===== config.mk =====
export PLATFORM = sky130hd
export DESIGN_NAME = tccs_ctrl
export DESIGN_NICKNAME = d
export VERILOG_FILES = /design/src/rtl/core/tccs_pkg.sv /design/src/rtl/core/tccs_ctrl.sv
export SDC_FILE = /design/constraint.sdc
export NUM_CORES = 1
export LEC_CHECK = 0
export ABC_AREA = 1
export BUFFER_PORTS_ARGS = -buffer_cell sky130_fd_sc_hd__clkbuf_2
export CORE_UTILIZATION = 45
export CTS_CLUSTER_SIZE = 12
export DETAILED_ROUTE_END_ITERATION = 10
export GPL_ROUTABILITY_DRIVEN = 1
export PLACE_DENSITY = 0.71
export SKIP_CTS_REPAIR_TIMING = 1
export SLEW_MARGIN = 20
export SYNTH_ARGS = -nofsm -noshare
export SYNTH_HDL_FRONTEND = slang
export SYNTH_SLANG_ARGS = --single-unit

===== constraint.sdc =====
create_clock -name aclk -period 1.7 [get_ports aclk]
set_input_delay 0.17 -clock aclk [delete_from_list [all_inputs] [get_ports aclk]]
set_output_delay 0.17 -clock aclk [all_outputs]
set_load 0.005 [all_outputs]

===== src/rtl/core/tccs_pkg.sv =====
// Shared types and constants of the text console engine.
// No dependencies; imported by every module of the block.
package tccs_pkg;

    localparam int DEF_COLS = 80;
    localparam int DEF_ROWS = 25;

    localparam logic [7:0] CH_NEWLINE   = 8'd10;
    localparam logic [7:0] CH_BACKSPACE = 8'd8;
    localparam logic [7:0] CH_BLANK     = 8'h20;
    localparam logic [7:0] ATTR_RESET   = 8'h0F;

    localparam logic [1:0] REQ_PUT   = 2'd0;
    localparam logic [1:0] REQ_CLEAR = 2'd1;
    localparam logic [1:0] REQ_READ  = 2'd2;

    typedef enum logic [2:0] {
        PTR_HOLD,
        PTR_ZERO,
        PTR_COPY,
        PTR_BLANK,
        PTR_INC
    } ptr_op_t;

    typedef struct packed {
        logic    load_req;
        logic    put_en;
        logic    rd_idx;
        logic    copy_rd;
        logic    fill_en;
        logic    fill_init;
        logic    home;
        ptr_op_t ptr_op;
    } dp_cmd_t;

    typedef struct packed {
        logic [1:0] req;
        logic       idx_ok;
        logic       need_scroll;
        logic       ptr_last;
    } dp_sts_t;

    typedef struct packed {
        logic        scrolled;
        logic [15:0] cell_val;
        logic [10:0] linear;
        logic [6:0]  col;
        logic [4:0]  row;
    } dp_res_t;

endpackage


===== src/rtl/core/tccs_ctrl.sv =====
// Sequencer of the text console engine: decodes each request and steps
// the datapath through fills, scroll copies and reads. Uses tccs_pkg.
module tccs_ctrl import tccs_pkg::*; (
    input  logic    aclk,
    input  logic    aresetn,
    input  logic    in_valid,
    input  logic    out_free,
    input  dp_sts_t sts,
    output dp_cmd_t cmd,
    output logic    in_ready,
    output logic    out_load
);

    typedef enum logic [9:0] {
        ST_INIT   = 10'b0000000001,
        ST_IDLE   = 10'b0000000010,
        ST_DECODE = 10'b0000000100,
        ST_PUT    = 10'b0000001000,
        ST_SCROLL = 10'b0000010000,
        ST_DRAIN  = 10'b0000100000,
        ST_BLANK  = 10'b0001000000,
        ST_CLEAR  = 10'b0010000000,
        ST_READ   = 10'b0100000000,
        ST_DONE   = 10'b1000000000
    } state_t;

    state_t state_reg, state_next;

    always_ff @(posedge aclk) begin
        if (!aresetn) begin
            state_reg <= ST_INIT;
        end else begin
            state_reg <= state_next;
        end
    end

    always_comb begin
        state_next = state_reg;
        cmd        = '0;
        cmd.ptr_op = PTR_HOLD;
        in_ready   = 1'b0;
        out_load   = 1'b0;
        case (state_reg)
            ST_INIT: begin
                cmd.fill_en   = 1'b1;
                cmd.fill_init = 1'b1;
                cmd.ptr_op    = PTR_INC;
                if (sts.ptr_last) begin
                    cmd.ptr_op = PTR_ZERO;
                    state_next = ST_IDLE;
                end
            end
            ST_IDLE: begin
                in_ready = 1'b1;
                if (in_valid) begin
                    cmd.load_req = 1'b1;
                    state_next   = ST_DECODE;
                end
            end
            ST_DECODE: begin
                case (sts.req)
                    REQ_PUT: begin
                        state_next = ST_PUT;
                    end
                    REQ_CLEAR: begin
                        cmd.ptr_op = PTR_ZERO;
                        state_next = ST_CLEAR;
                    end
                    REQ_READ: begin
                        state_next = sts.idx_ok ? ST_READ : ST_DONE;
                    end
                    default: begin
                        state_next = ST_DONE;
                    end
                endcase
            end
            ST_PUT: begin
                cmd.put_en = 1'b1;
                if (sts.need_scroll) begin
                    cmd.ptr_op = PTR_COPY;
                    state_next = ST_SCROLL;
                end else begin
                    state_next = ST_DONE;
                end
            end
            ST_SCROLL: begin
                cmd.copy_rd = 1'b1;
                cmd.ptr_op  = PTR_INC;
                if (sts.ptr_last) begin
                    cmd.ptr_op = PTR_BLANK;
                    state_next = ST_DRAIN;
                end
            end
            ST_DRAIN: begin
                state_next = ST_BLANK;
            end
            ST_BLANK: begin
                cmd.fill_en = 1'b1;
                cmd.ptr_op  = PTR_INC;
                if (sts.ptr_last) begin
                    cmd.ptr_op = PTR_ZERO;
                    state_next = ST_DONE;
                end
            end
            ST_CLEAR: begin
                cmd.fill_en = 1'b1;
                cmd.ptr_op  = PTR_INC;
                if (sts.ptr_last) begin
                    cmd.ptr_op = PTR_ZERO;
                    cmd.home   = 1'b1;
                    state_next = ST_DONE;
                end
            end
            ST_READ: begin
                cmd.rd_idx = 1'b1;
                state_next = ST_DONE;
            end
            ST_DONE: begin
                if (out_free) begin
                    out_load   = 1'b1;
                    state_next = ST_IDLE;
                end
            end
            default: begin
                state_next = ST_INIT;
            end
        endcase
    end

endmodule


Yosys cells after proc, flatten, opt, wreduce, memory -nomap -nowiden
Cells that the tools add are included.
Widths: inputs -> output; s select.
Storage, ports and cells
  register bits: 10
Cells by class
  equal/unequal tests: 17
  muxes and demuxes: 26
  reduce and logical (&&, ||, !) cells: 5
Operator list (count)
  $pmux 10 s9: 1
  $mux 10: 7
  $pmux 10 s3: 1
  $pmux 3 s5: 1
  $mux 1: 12
  $eq 10x1->1 const B: 1
  $eq 10x10->1 const B: 1
  $eq 10x2->1 const B: 1
  $eq 10x3->1 const B: 1
  $eq 10x4->1 const B: 1
  $eq 10x5->1 const B: 1
  $eq 10x6->1 const B: 1
  $eq 10x7->1 const B: 1
  $eq 10x8->1 const B: 1
  $eq 10x9->1 const B: 1
  $ne 2x2->1 const B: 4
  $mux 3: 2
  $reduce_and 5->1: 1
  $mux 4: 1
  $reduce_or 2->1: 2
  $reduce_or 3->1: 1
  $eq 2x1->1 const B: 1
  $eq 2x2->1 const B: 1
  $logic_not 2->1: 1
  2 further kinds: 2

Longest topological paths before layout
Gate-level depths: netlist (run 1).
  word-level depth: 4
  depth in mapped cells: 10
  gate-level depth less buffers: 10

Worst setup path after synthesis (run 1)
OpenSTA, ideal clock, no wires.
  path kind: flip-flop to output port
  start point: reg state_reg[9]
  end point: out cmd[0] (netlist bit)
  arrival: 1052 ps
  required time: 1530 ps
  slack: 478 ps
  stages on the path, launching flop included: 8
  buffers on the path: 0
  cell sequence: dfxtp_1 -> nor2_4 -> nand2_2 -> nor2_2 -> nand2_1 -> inv_1 -> nand3_1 -> nand2_1
RTL lines
  start, declared: RTL line tccs_ctrl.sv:27  | state_t state_reg, state_next;
  start signal, assigned: RTL line tccs_ctrl.sv:33  | state_reg <= state_next;
  end, declared: RTL line tccs_ctrl.sv:9  | output dp_cmd_t cmd,

==> impl_summary.txt, run 1 <==
----------------------------------------------------
[Cells and area]
  Area growth from synthesis to final layout ... 23.8%
  Share of the core filled with cells ... 61.8%
  Design area ... 963 um2
  Number of fillers in the final layout ... 149
  Number of antenna cells inserted ... 0
  Fraction of layout cells with a size suffix above 1 ... 38.3%
  Post-route insts no fill ... 165
  Flip-flop count of the largest register, all copies and words added ... 10
  NumNets Final ... 159
  Area taken by flip-flops and latches ... 201 um2
  Multi-input gate area ... around 490 um2

[Route]
  Post-route antenna net violation count ... 0
  Remaining design rule violation count ... 2
  Vias per cell ... 5.01
  Starting DRT DRC Count ... 20
  Routed WL ... 1750 um
  Total vias in the final route ... 826
  Final routed wire length divided by cell count ... 10.6 um
  Detailed Routing Iterations Pass 1 ... 7

[Global routing]
  Via count of the first global-routing pass ... a little under 700
  Global-route wire length before repair ... 2860 um
  Antenna violations before repair ... 0
  Global-route usage over all layers ... about a fifth
  Overflow left after global routing ... 0
  Pin count of the biggest net entering global routing ... 8

[Timing]
  Setup-failing EPs final ... 0
  Share of the clock period used by the worst path after layout ... 96.0%
  Max-slew headroom at the worst pin ... between 80% and 90%
  Post-Route Setup TNS ... 0 ns
  Clock skew ... 0.000531 ns
  Slew @ Worst Pin ... 0.254 ns
  Maximum clock frequency ... 613 MHz
  Final Max Slew Viols ... 0
  Time the final worst path needs with I/O delays and setup ... 1.63 ns
  Count of endpoints failing hold in the final timing report ... 0

[Worst setup path]
  Delay of the slowest critical-path stage ... 0.34 ns
  Type of element capturing the critical path ... output port
  Most used cell along the critical path ... sky130_fd_sc_hd__nand2_1
  Maximum fanout encountered on the critical timing path ... 4
  Type of the worst setup path ... reg2out
  Standard cell with the maximum stage delay on the critical path ... sky130_fd_sc_hd__dfxtp_1
  Worst path cell trace ... nor2_2 > nand2_2 > nor2_4 > nand2_1 > inv_2 > nand3_2 > nand2_1 > clkbuf_2
  CP startpoint kind ... flop
  Critical Path AT ... 1.46 ns
  Critical path data required time ... 1.53 ns

[CTS]
  CTS buffer count ... 3
  CTS tree ... yes
  Root Driver ... sky130_fd_sc_hd__clkbuf_4
  Clock latency reported for the late side of the worst-skew pair ... around 0.27 ns
  Number of H-tree branching levels ... 1
  Number of buffers on the longest clock path ... 2
  CTS sink count ... 10
  Register clock-pin slew on the reported worst setup and hold paths ... 0.07 ns

[Floorplan]
  Area of the die ... 0.00190 mm2
  Standard-cell rows ... 14
  Starting Density ... 49.9%
  Overall die width ... 43.6 um
  Height of the die ... approximately 44 um
  I/O pin total ... 21
  Core area ... 0.00156 mm2

[Synth]
  Cells taking the most area after synthesis ... sky130_fd_sc_hd__dfxtp_1 (26%), sky130_fd_sc_hd__inv_1 (13%), sky130_fd_sc_hd__nand2_1 (12%), sky130_fd_sc_hd__nor2_1 (8.7%), sky130_fd_sc_hd__nand3_2 (6.4%)
  Syn Nets ... 132
  FF+latch count, synth ... 10
  Adder and majority gate portion of the synthesized area ... 0%
  Syn Std Cell Area ... 778 um2
  Number of cells produced by synthesis ... 123
  Top cell type's share of synthesized area ... between 20% and 30%
  Dominant combinational cell family by area after synthesis ... simple AND/OR/NAND/NOR gates
  Area share of xor/xnor cells in the synthesized design ... 1.13%
  Post-synthesis simple-gate area fraction ... a little under three fifths
  Portion of the post-synthesis area used by sequential elements ... 25.7%
  Avg Cell Area, Syn ... ~6.3 um2
  Yosys warns ... 0
  Compound-Gate Fraction of Synth Area ... 4.18%
  Leading area contributor after synthesis ... sky130_fd_sc_hd__dfxtp_1
  Yosys cell types ... 19
  Mux share of post-synthesis cell area ... 0%

[Placement]
  Standard cell area after detailed placement ... 898 um2
  Half-perimeter wire length after placement ... around 1400 um
  Weighted congestion at the end of routability-driven global placement ... 0.802
  Number of cells in the design after placement ... between 150 and 200
  Port Buffer Count ... 20

[Outcome]
  Violated checks ... design-rule violations
  Outcome ... finished, violations left

[Job]
  Max capacitance violation total ... 0

[Pwr]
  Maximum ir drop on the vdd rail ... 0.000730 V
  Cell area power density ... approximately 1300 mW/mm2
  Leak pwr ... 0.564 nW

[Min path]
  Hold crit path type ... in2reg

----------------------------------------------------
Yosys cell counts (all sizes together):
master / n
nand3: 13
inv: 28
a21oi: 4
nand2: 33
nand3b: 1
nand4: 4
nor3: 2
xor2: 1
o21ai: 1
dfxtp: 10
nor2: 26
worst max-delay path: cells and delay by family (launching register included):
kind          cells  cell delay (ns)
simple gates      6             0.66
buf+inv           2             0.18
flops             1             0.34
cell usage in the layout (no fill, tap or decap), types with 2 or more instances in the layout:
| cell type | count |
|---|---|
| sky130_fd_sc_hd__nor3_1 | 2 |
| sky130_fd_sc_hd__nor2_2 | 4 |
| sky130_fd_sc_hd__buf_4 | 2 |
| sky130_fd_sc_hd__dfxtp_1 | 9 |
| sky130_fd_sc_hd__clkbuf_2 | 20 |
| sky130_fd_sc_hd__a21oi_2 | 2 |
| sky130_fd_sc_hd__nand3_2 | 6 |
| sky130_fd_sc_hd__nand3_1 | 6 |
| sky130_fd_sc_hd__inv_1 | 24 |
| sky130_fd_sc_hd__clkbuf_4 | 3 |
| sky130_fd_sc_hd__nor2_1 | 18 |
| sky130_fd_sc_hd__a21oi_1 | 2 |
| sky130_fd_sc_hd__nand2_2 | 7 |
| sky130_fd_sc_hd__nand2_1 | 24 |
| sky130_fd_sc_hd__nor2_4 | 4 |
| sky130_fd_sc_hd__inv_2 | 4 |
| sky130_fd_sc_hd__nand2_4 | 2 |
| sky130_fd_sc_hd__nand4_1 | 4 |
power by group:
| group | total (mW) | switching, mW | internal [mW] |
|---|---|---|---|
| clock network | 0.217 | 0.0869 | 0.130 |
| logic | 0.690 | 0.437 | 0.253 |
| registers | 0.305 | 0.0343 | 0.271 |
| total | 1.21 | 0.559 | 0.654 |
layout make-up:
class / instances / area share (%)
multi-input combinational: 85 / 50.4
sequential: 10 / 20.9
timing repair buffer: 22 / 11.9
inverter: 28 / 10.9
clock buffer: 4 / 3.77
tap: 16 / 2.08
per-layer routing:
metal / global-route usage, % / routed length, um
met5: 0 / 0
met2: 31.0 / 799
met4: 11.9 / 60
met1: 27.5 / 836
met3: 1.25 / 56
per-stage QoR:
stage	power [mW]	setup slack, ns	hold WS [ns]
floorplan	0.798	0.478	0.254
global placement	0.956	0.328	0.428
detailed placement	0.963	0.275	0.427
CTS	1.19	-0.0277	0.149
global route	1.32	-0.0207	0.166
finish	1.21	0.0674	0.154
cells by family (layout without fill, tap and decap cells):
family                 Yosys count  after routing
AND/OR/NAND/NOR                 79             79
buffers and inverters           28             54
flip-flops                      10             10
AO/OA/AOI/OAI                    5              5
XOR/XNOR                         1              1
final timing paths:
| check | startpoint | to | slack, ns | depth (start not counted) |
|---|---|---|---|---|
| hold / removal | sts[1] | state_reg[4]$_SDFFE_PN0P_ | 0.15 | 3 |
| setup reg to reg | state_reg[6]$_SDFFE_PN0P_ | state_reg[8]$_SDFFE_PN0P_ | 0.28 | 10 |
| hold reg to reg | state_reg[0]$_SDFFE_PN1P_ | state_reg[0]$_SDFFE_PN1P_ | 0.51 | 2 |
| setup / recovery | state_reg[1]$_SDFFE_PN0P_ | cmd[0] | 0.07 | 8 |
Power figures use the tool's default switching activity.
==> inputs of run 2 (changes only) <==
--- a/config.mk
+++ b/config.mk
@@ -7,11 +7,11 @@
 export LEC_CHECK = 0
 export ABC_AREA = 1
 export BUFFER_PORTS_ARGS = -buffer_cell sky130_fd_sc_hd__clkbuf_2
-export CORE_UTILIZATION = 45
+export CORE_UTILIZATION = 50
 export CTS_CLUSTER_SIZE = 12
 export DETAILED_ROUTE_END_ITERATION = 10
 export GPL_ROUTABILITY_DRIVEN = 1
-export PLACE_DENSITY = 0.71
+export PLACE_DENSITY = 0.78
 export SKIP_CTS_REPAIR_TIMING = 1
 export SLEW_MARGIN = 20
 export SYNTH_ARGS = -nofsm -noshare
==> run 2 against run 1 <==
  * Sequential share of layout area fell by 0.097 points
  * Via count rose by 0.12%
  * The run now ends clean
  * Design area rose by 2.3%
  * Clock-buffer cell count did not move
  * Setup slack improved by 0.010 ns
  * Die area fell by 9.6%
  * Flip-flop and latch count did not move
  * Power rose by 5.9%
  * Wire length rose by 9.1%
  * Final cell count fell by 0.61%
  * Combinational power rose by 8.8%
  * Maximum frequency rose by 0.63%
==> impl_summary.txt, run 2 (synthesized netlist as in run 1, its figures left out) <==
----------------------------------------------------
[Timing]
  Setup slack of the critical path after layout ... 0.0775 ns (+0.0102 ns)
  Max-slew headroom at the worst pin ... 81.4% (-1.5 points)
  Slew @ Worst Pin ... 0.277 ns (+0.0230 ns)
  Time the final worst path needs with I/O delays and setup ... 1.62 ns (-0.0102 ns)
  Share of the clock period used by the worst path after layout ... 95.4% (-0.60 points)
  Setup-failing EPs final ... 0 (unchanged)
  Final hold slack ... 0.167 ns (+0.0130 ns)
  Final Max Slew Viols ... 0 (unchanged)
  Count of endpoints failing hold in the final timing report ... 0 (unchanged)
  Clock skew ... 0.000490 ns (-0.0000409 ns)
  Maximum clock frequency ... 616 MHz (+0.63%)
  Post-Route Setup TNS ... 0 ns (unchanged)

[Route]
  Vias per cell ... 5.04 (+0.73%)
  Starting DRT DRC Count ... 10 (-50%)
  Final routed wire length divided by cell count ... 11.7 um (+9.8%)
  Total vias in the final route ... 827 (+0.12%)
  Detailed Routing Iterations Pass 1 ... 4 (-3)
  Post-route antenna net violation count ... 0 (unchanged)
  Routed WL ... 1910 um (+9.1%)
  Remaining design rule violation count ... 0 (-2)

[CTS]
  CTS sink count ... 10 (unchanged)
  Clock latency reported for the late side of the worst-skew pair ... 0.27 ns (about the same)
  CTS tree ... yes
  Root Driver ... sky130_fd_sc_hd__clkbuf_4
  Number of H-tree branching levels ... 1 (unchanged)
  Number of buffers on the longest clock path ... 2 (unchanged)
  Register clock-pin slew on the reported worst setup and hold paths ... 0.07 ns (about the same)
  CTS buffer count ... 3 (unchanged)

[Cells and area]
  Design area ... 986 um2 (+2.3%)
  Share of the core filled with cells ... 72.2% (+10 points)
  NumNets Final ... 159 (unchanged)
  Flip-flop count of the largest register, all copies and words added ... 10 (unchanged)
  Area growth from synthesis to final layout ... 26.7%
  Post-route insts no fill ... 164 (-0.61%)
  Most frequent cells in the layout ... sky130_fd_sc_hd__inv_1 (24), sky130_fd_sc_hd__nand2_1 (24), sky130_fd_sc_hd__clkbuf_2 (20)
  Number of antenna cells inserted ... 0 (unchanged)
  Fraction of layout cells with a size suffix above 1 ... 40.3% (+2.0 points)

[Global routing]
  Global-route wire length before repair ... 2880 um (+0.73%)
  Antenna violations before repair ... 0 (unchanged)
  Via count of the first global-routing pass ... 696 (+0.43%)
  Global-route usage over all layers ... 21.6% (+1.5 points)
  Pin count of the biggest net entering global routing ... 8 (unchanged)
  Overflow left after global routing ... 0 (unchanged)

[Pwr]
  Maximum ir drop on the vdd rail ... 0.000630 V (-14%)
  Fraction of power consumed by combinational cells ... 58.5% (+1.6 points)
  Power share of the sequential group ... 24.7% (-0.4 points)
  Clock network fraction of design power ... 16.7% (-1.2 points)
  Total Power ... 1.28 mW (+5.9%)
  Switching Fraction ... 46.2% (+0.080 points)
  Pint ... 0.691 mW (+5.7%)
  Cell area power density ... 1300 mW/mm2 (+3.5%)
  Switching Power ... 0.593 mW (+6.1%)
  Leak pwr ... 0.569 nW (+0.92%)

[Floorplan]
  I/O pin total ... 21 (unchanged)
  Starting Density ... 57.0% (+7.0 points)
  Overall die width ... 41.5 um (-4.9%)
  Standard-cell rows ... 13 (-1)
  Height of the die ... 41.5 um (-4.9%)
  Core area ... 0.00137 mm2 (-12%)
  Area of the die ... 0.00172 mm2 (-9.6%)

[Worst setup path]
  Type of element capturing the critical path ... output port
  CP startpoint kind ... flop
  Type of the worst setup path ... reg2out
  Maximum fanout encountered on the critical timing path ... 6 (+2)
  Critical Path AT ... 1.45 ns (about the same)
  Critical path data required time ... 1.53 ns (about the same)

[Placement]
  Pre-CTS worst setup slack ... 0.253 ns (-0.0219 ns)
  Standard cell area after detailed placement ... 897 um2 (-0.14%)
  Port Buffer Count ... 20 (unchanged)
  Half-perimeter wire length after placement ... 1470 um (+5.1%)
  Weighted congestion at the end of routability-driven global placement ... 0.783 (-2.4%)
  Number of cells in the design after placement ... 158 (-0.63%)

[Min path]
  Hold crit path type ... in2reg

[Job]
  Max capacitance violation total ... 0 (unchanged)

[Outcome]
  Outcome ... completed

----------------------------------------------------
[run 2: layout make-up]
| type | count | area [um2] |
|---|---|---|
| Timing Repair Buffer | 22 | 115 |
| Multi-Input combinational cell | 85 | 505 |
| Inverter | 28 | 105 |
| Fill cell | 120 | 380 |
| Sequential cell | 10 | 205 |
| Clock buffer | 4 | 36.3 |
| Tap cell | 15 | 18.8 |
[run 2: power by group through the flow]
stage	Clock [mW]	Sequential, mW	Combinational, mW
final	0.215	0.317	0.751
after global routing	0.226	0.324	0.836
after CTS	0.214	0.305	0.671
after detailed placement	0	0.310	0.665
after global placement	0	0.308	0.649
after floorplan	0	0.303	0.495
[run 2: per-layer routing]
layer,vias up,track usage (%),wire [um]
li1,428,-,-
met1,374,25.1,813
met2,20,37.5,1000
met3,5,5.65,70
met4,0,8.39,27
met5,-,0,0
[run 2: worst paths after layout]
check / cells after the start / startpoint / to / slack (ns)
min: 3 / sts[1] / state_reg[4]$_SDFFE_PN0P_ / 0.17
max: 8 / state_reg[5]$_SDFFE_PN0P_ / cmd[2] / 0.08
max reg2reg: 11 / state_reg[6]$_SDFFE_PN0P_ / state_reg[4]$_SDFFE_PN0P_ / 0.33
min reg2reg: 2 / state_reg[7]$_SDFFE_PN0P_ / state_reg[7]$_SDFFE_PN0P_ / 0.51
[run 2: critical path, cell delays in order (launching register included)]
cell and delay (ns):
sky130_fd_sc_hd__dfxtp_1 0.34, sky130_fd_sc_hd__nor2_2 0.15, sky130_fd_sc_hd__nand2_2 0.11, sky130_fd_sc_hd__nor2_2 0.11, sky130_fd_sc_hd__nand2_2 0.10, sky130_fd_sc_hd__nand3_4 0.12
sky130_fd_sc_hd__nand2_4 0.09, sky130_fd_sc_hd__inv_1 0.06, sky130_fd_sc_hd__clkbuf_2 0.10
==> inputs of run 3 (changes only) <==
--- a/config.mk
+++ b/config.mk
@@ -6,12 +6,13 @@
 export NUM_CORES = 1
 export LEC_CHECK = 0
 export ABC_AREA = 1
-export BUFFER_PORTS_ARGS = -buffer_cell sky130_fd_sc_hd__clkbuf_2
-export CORE_UTILIZATION = 50
+export CORE_UTILIZATION = 60
 export CTS_CLUSTER_SIZE = 12
 export DETAILED_ROUTE_END_ITERATION = 10
+export DONT_BUFFER_PORTS = 1
 export GPL_ROUTABILITY_DRIVEN = 1
-export PLACE_DENSITY = 0.78
+export PLACE_DENSITY = 0.77
+export SETUP_SLACK_MARGIN = 0.3
 export SKIP_CTS_REPAIR_TIMING = 1
 export SLEW_MARGIN = 20
 export SYNTH_ARGS = -nofsm -noshare
==> run 3 against run 2 <==
  * Power rose by 9.4%
  * Combinational power is 14% higher
  * Clock-buffer cell count is the same
  * Largest cell class unchanged
  * Largest power group unchanged
  * Highest routed layer unchanged
  * Design area up 3.3%
  * First-iteration DRC count rose to 3.3 times the previous value
  * Sequential power grew 4%
  * Flip-flop and latch count unchanged
==> impl_summary.txt, run 3 (synthesized netlist as in run 1, its figures left out) <==
----------------------------------------------------
[Outcome]
  Outcome ... completed

[Floorplan]
  Core area ... 0.00116 mm2 (-15%)
  Area of the die ... 0.00145 mm2 (-16%)
  I/O pin total ... 21 (unchanged)
  Standard-cell rows ... 12 (-1)
  Starting Density ... 67.3% (+10 points)
  Height of the die ... 38.0 um (-8.3%)
  Overall die width ... 38.0 um (-8.3%)

[Timing]
  Setup repair after global routing missed its margin ... yes
  Post-Route Setup TNS ... 0 ns (unchanged)
  Maximum clock frequency ... 629 MHz (+2.1%)
  Setup slack of the critical path after layout ... 0.111 ns (+0.0337 ns)
  Final Max Slew Viols ... 0 (unchanged)
  Slew @ Worst Pin ... 0.306 ns (+0.0284 ns)
  Time the final worst path needs with I/O delays and setup ... 1.59 ns (-0.0337 ns)
  Final hold slack ... 0.00572 ns (-0.161 ns)
  Clock skew ... 0.00555 ns (+0.00506 ns)
  Share of the clock period used by the worst path after layout ... 93.5% (-2.0 points)
  Max-slew headroom at the worst pin ... 79.6% (-1.8 points)
  Setup-failing EPs final ... 0 (unchanged)
  Count of endpoints failing hold in the final timing report ... 0 (unchanged)

[Placement]
  Standard cell area after detailed placement ... 796 um2 (-11%)
  Number of cells in the design after placement ... 137 (-13%)
  Weighted congestion at the end of routability-driven global placement ... 0.881 (+13%)
  Port Buffer Count ... 0 (-100%)
  Pre-CTS worst setup slack ... 0.316 ns (+0.0628 ns)
  Half-perimeter wire length after placement ... 1440 um (-1.4%)

[Route]
  Vias per cell ... 5.93 (+18%)
  Post-route antenna net violation count ... 0 (unchanged)
  Final routed wire length divided by cell count ... 16.8 um (+44%)
  Routed WL ... 2460 um (+28%)
  Detailed Routing Iterations Pass 1 ... 4 (unchanged)
  Total vias in the final route ... 866 (+4.7%)
  Remaining design rule violation count ... 0 (unchanged)
  Starting DRT DRC Count ... 33 (+23)

[Min path]
  Hold crit path type ... in2reg
  Hold path cells ... 2 (-1)

[Global routing]
  Global-route wire length before repair ... 2660 um (-7.9%)
  Antenna violations before repair ... 0 (unchanged)
  Overflow left after global routing ... 0 (unchanged)
  Pin count of the biggest net entering global routing ... 8 (unchanged)
  Via count of the first global-routing pass ... 651 (-6.5%)
  Global-route usage over all layers ... 26.6% (+5.0 points)

[Cells and area]
  Flip-flop count of the largest register, all copies and words added ... 10 (unchanged)
  NumNets Final ... 142 (-11%)
  Share of the core filled with cells ... 88.1% (+16 points)
  Number of fillers in the final layout ... 57 (-53%)
  Post-route insts no fill ... 146 (-11%)
  Fraction of layout cells with a size suffix above 1 ... 50.0% (+9.7 points)
  Design area ... 0.00102 mm2 (+3.3%)
  Number of antenna cells inserted ... 0 (unchanged)
  Area growth from synthesis to final layout ... 30.9%
  Commonest non-fill, non-tap cell in the layout ... sky130_fd_sc_hd__inv_1
  Most frequent cells in the layout ... sky130_fd_sc_hd__inv_1 (20), sky130_fd_sc_hd__nand2_1 (18), sky130_fd_sc_hd__nor2_1 (12)

[Pwr]
  Total Power ... 1.40 mW (+9.4%)
  Fraction of power consumed by combinational cells ... 60.7% (+2.2 points)
  Pint ... 0.697 mW (+0.81%)
  Power share of the sequential group ... 23.5% (-1.2 points)
  Switching Fraction ... 50.4% (+4.2 points)
  Cell area power density ... 1380 mW/mm2 (+5.9%)
  Maximum ir drop on the vdd rail ... 0.00106 V (+68%)
  Clock network fraction of design power ... 15.8% (-0.9 points)
  Switching Power ... 0.708 mW (+19%)
  Leak pwr ... 0.521 nW (-8.4%)

[Worst setup path]
  Delay of the slowest critical-path stage ... 0.36 ns (+0.02 ns)
  Maximum fanout encountered on the critical timing path ... 4 (-2)
  Most used cell along the critical path ... sky130_fd_sc_hd__nand2_2
  Critical Path AT ... 1.42 ns (-0.03 ns)
  Type of element capturing the critical path ... output port
  FF-to-FF path depth ... 10 (-1)
  Largest delay contributor family on the critical path ... simple AND/OR/NAND/NOR gates
  Critical path data required time ... 1.53 ns (about the same)
  Standard cell with the maximum stage delay on the critical path ... sky130_fd_sc_hd__dfxtp_2
  CP startpoint kind ... flop
  Register-to-register setup slack ... 0.18 ns (-0.15 ns)
  Type of the worst setup path ... reg2out
  Sum of buffers and inverters on the critical path ... 1 (-1)
  Worst path cell trace ... nor2_4 > nand2_2 > nor2_4 > nand2_2 > inv_2 > nand3_4 > nand2_2
  Critical path depth ... 7 (-1)

[CTS]
  Register clock-pin slew on the reported worst setup and hold paths ... 0.07 ns (about the same)
  Number of H-tree branching levels ... 1 (unchanged)
  CTS sink count ... 10 (unchanged)
  CTS tree ... yes
  Clock latency reported for the late side of the worst-skew pair ... 0.27 ns (about the same)
  Root Driver ... sky130_fd_sc_hd__clkbuf_4
  Number of buffers on the longest clock path ... 2 (unchanged)
  CTS buffer count ... 3 (unchanged)

[Job]
  Max capacitance violation total ... 0 (unchanged)

----------------------------------------------------
-- run 3: changes by cell type in the layout (fill, tap and decap cells not counted), sizes merged --
cell         before  now
dlygate4sd3       0    1
clkbuf           24    4
buf               2    4
-- run 3: layout make-up --
type	instances	area, um2	share of cell area [%]
inverter	28	105	10.3
timing repair buffer	5	40.0	3.93
multi-input combinational	85	609	59.8
clock buffer	4	36.3	3.56
sequential	10	210	20.6
tap	14	17.5	1.72
-- run 3: worst register-to-register path, delay by kind of cell, from the launching register on --
| family | cells | cell delay, ns |
|---|---|---|
| AND/OR/NAND/NOR | 10 | 1.04 |
| flip-flops | 1 | 0.36 |
-- run 3: path summary, 6_finish.rpt --
check | startpoint | end
setup / recovery | state_reg[1]$_SDFFE_PN0P_ | cmd[0]
hold / removal | aresetn | state_reg[4]$_SDFFE_PN0P_
setup reg to reg | state_reg[1]$_SDFFE_PN0P_ | state_reg[6]$_SDFFE_PN0P_
hold reg to reg | state_reg[7]$_SDFFE_PN0P_ | state_reg[7]$_SDFFE_PN0P_
-- run 3: per-layer routing --
layer  vias up  share of wire (%)  GRT usage (%)
li1        395                  -              -
met1       411                 39           32.6
met2        48                 51           48.7
met3        12                6.3           2.33
met4         0                3.3           8.04
met5         -                  0              0
-- run 3: power by group through the flow --
stage / logic [mW] / registers, mW / clock network, mW
final: 0.853 / 0.330 / 0.221
after CTS: 0.589 / 0.304 / 0.221
after floorplan: 0.495 / 0.303 / 0
after global routing: 0.913 / 0.332 / 0.231
after detailed placement: 0.587 / 0.310 / 0
after global placement: 0.579 / 0.309 / 0
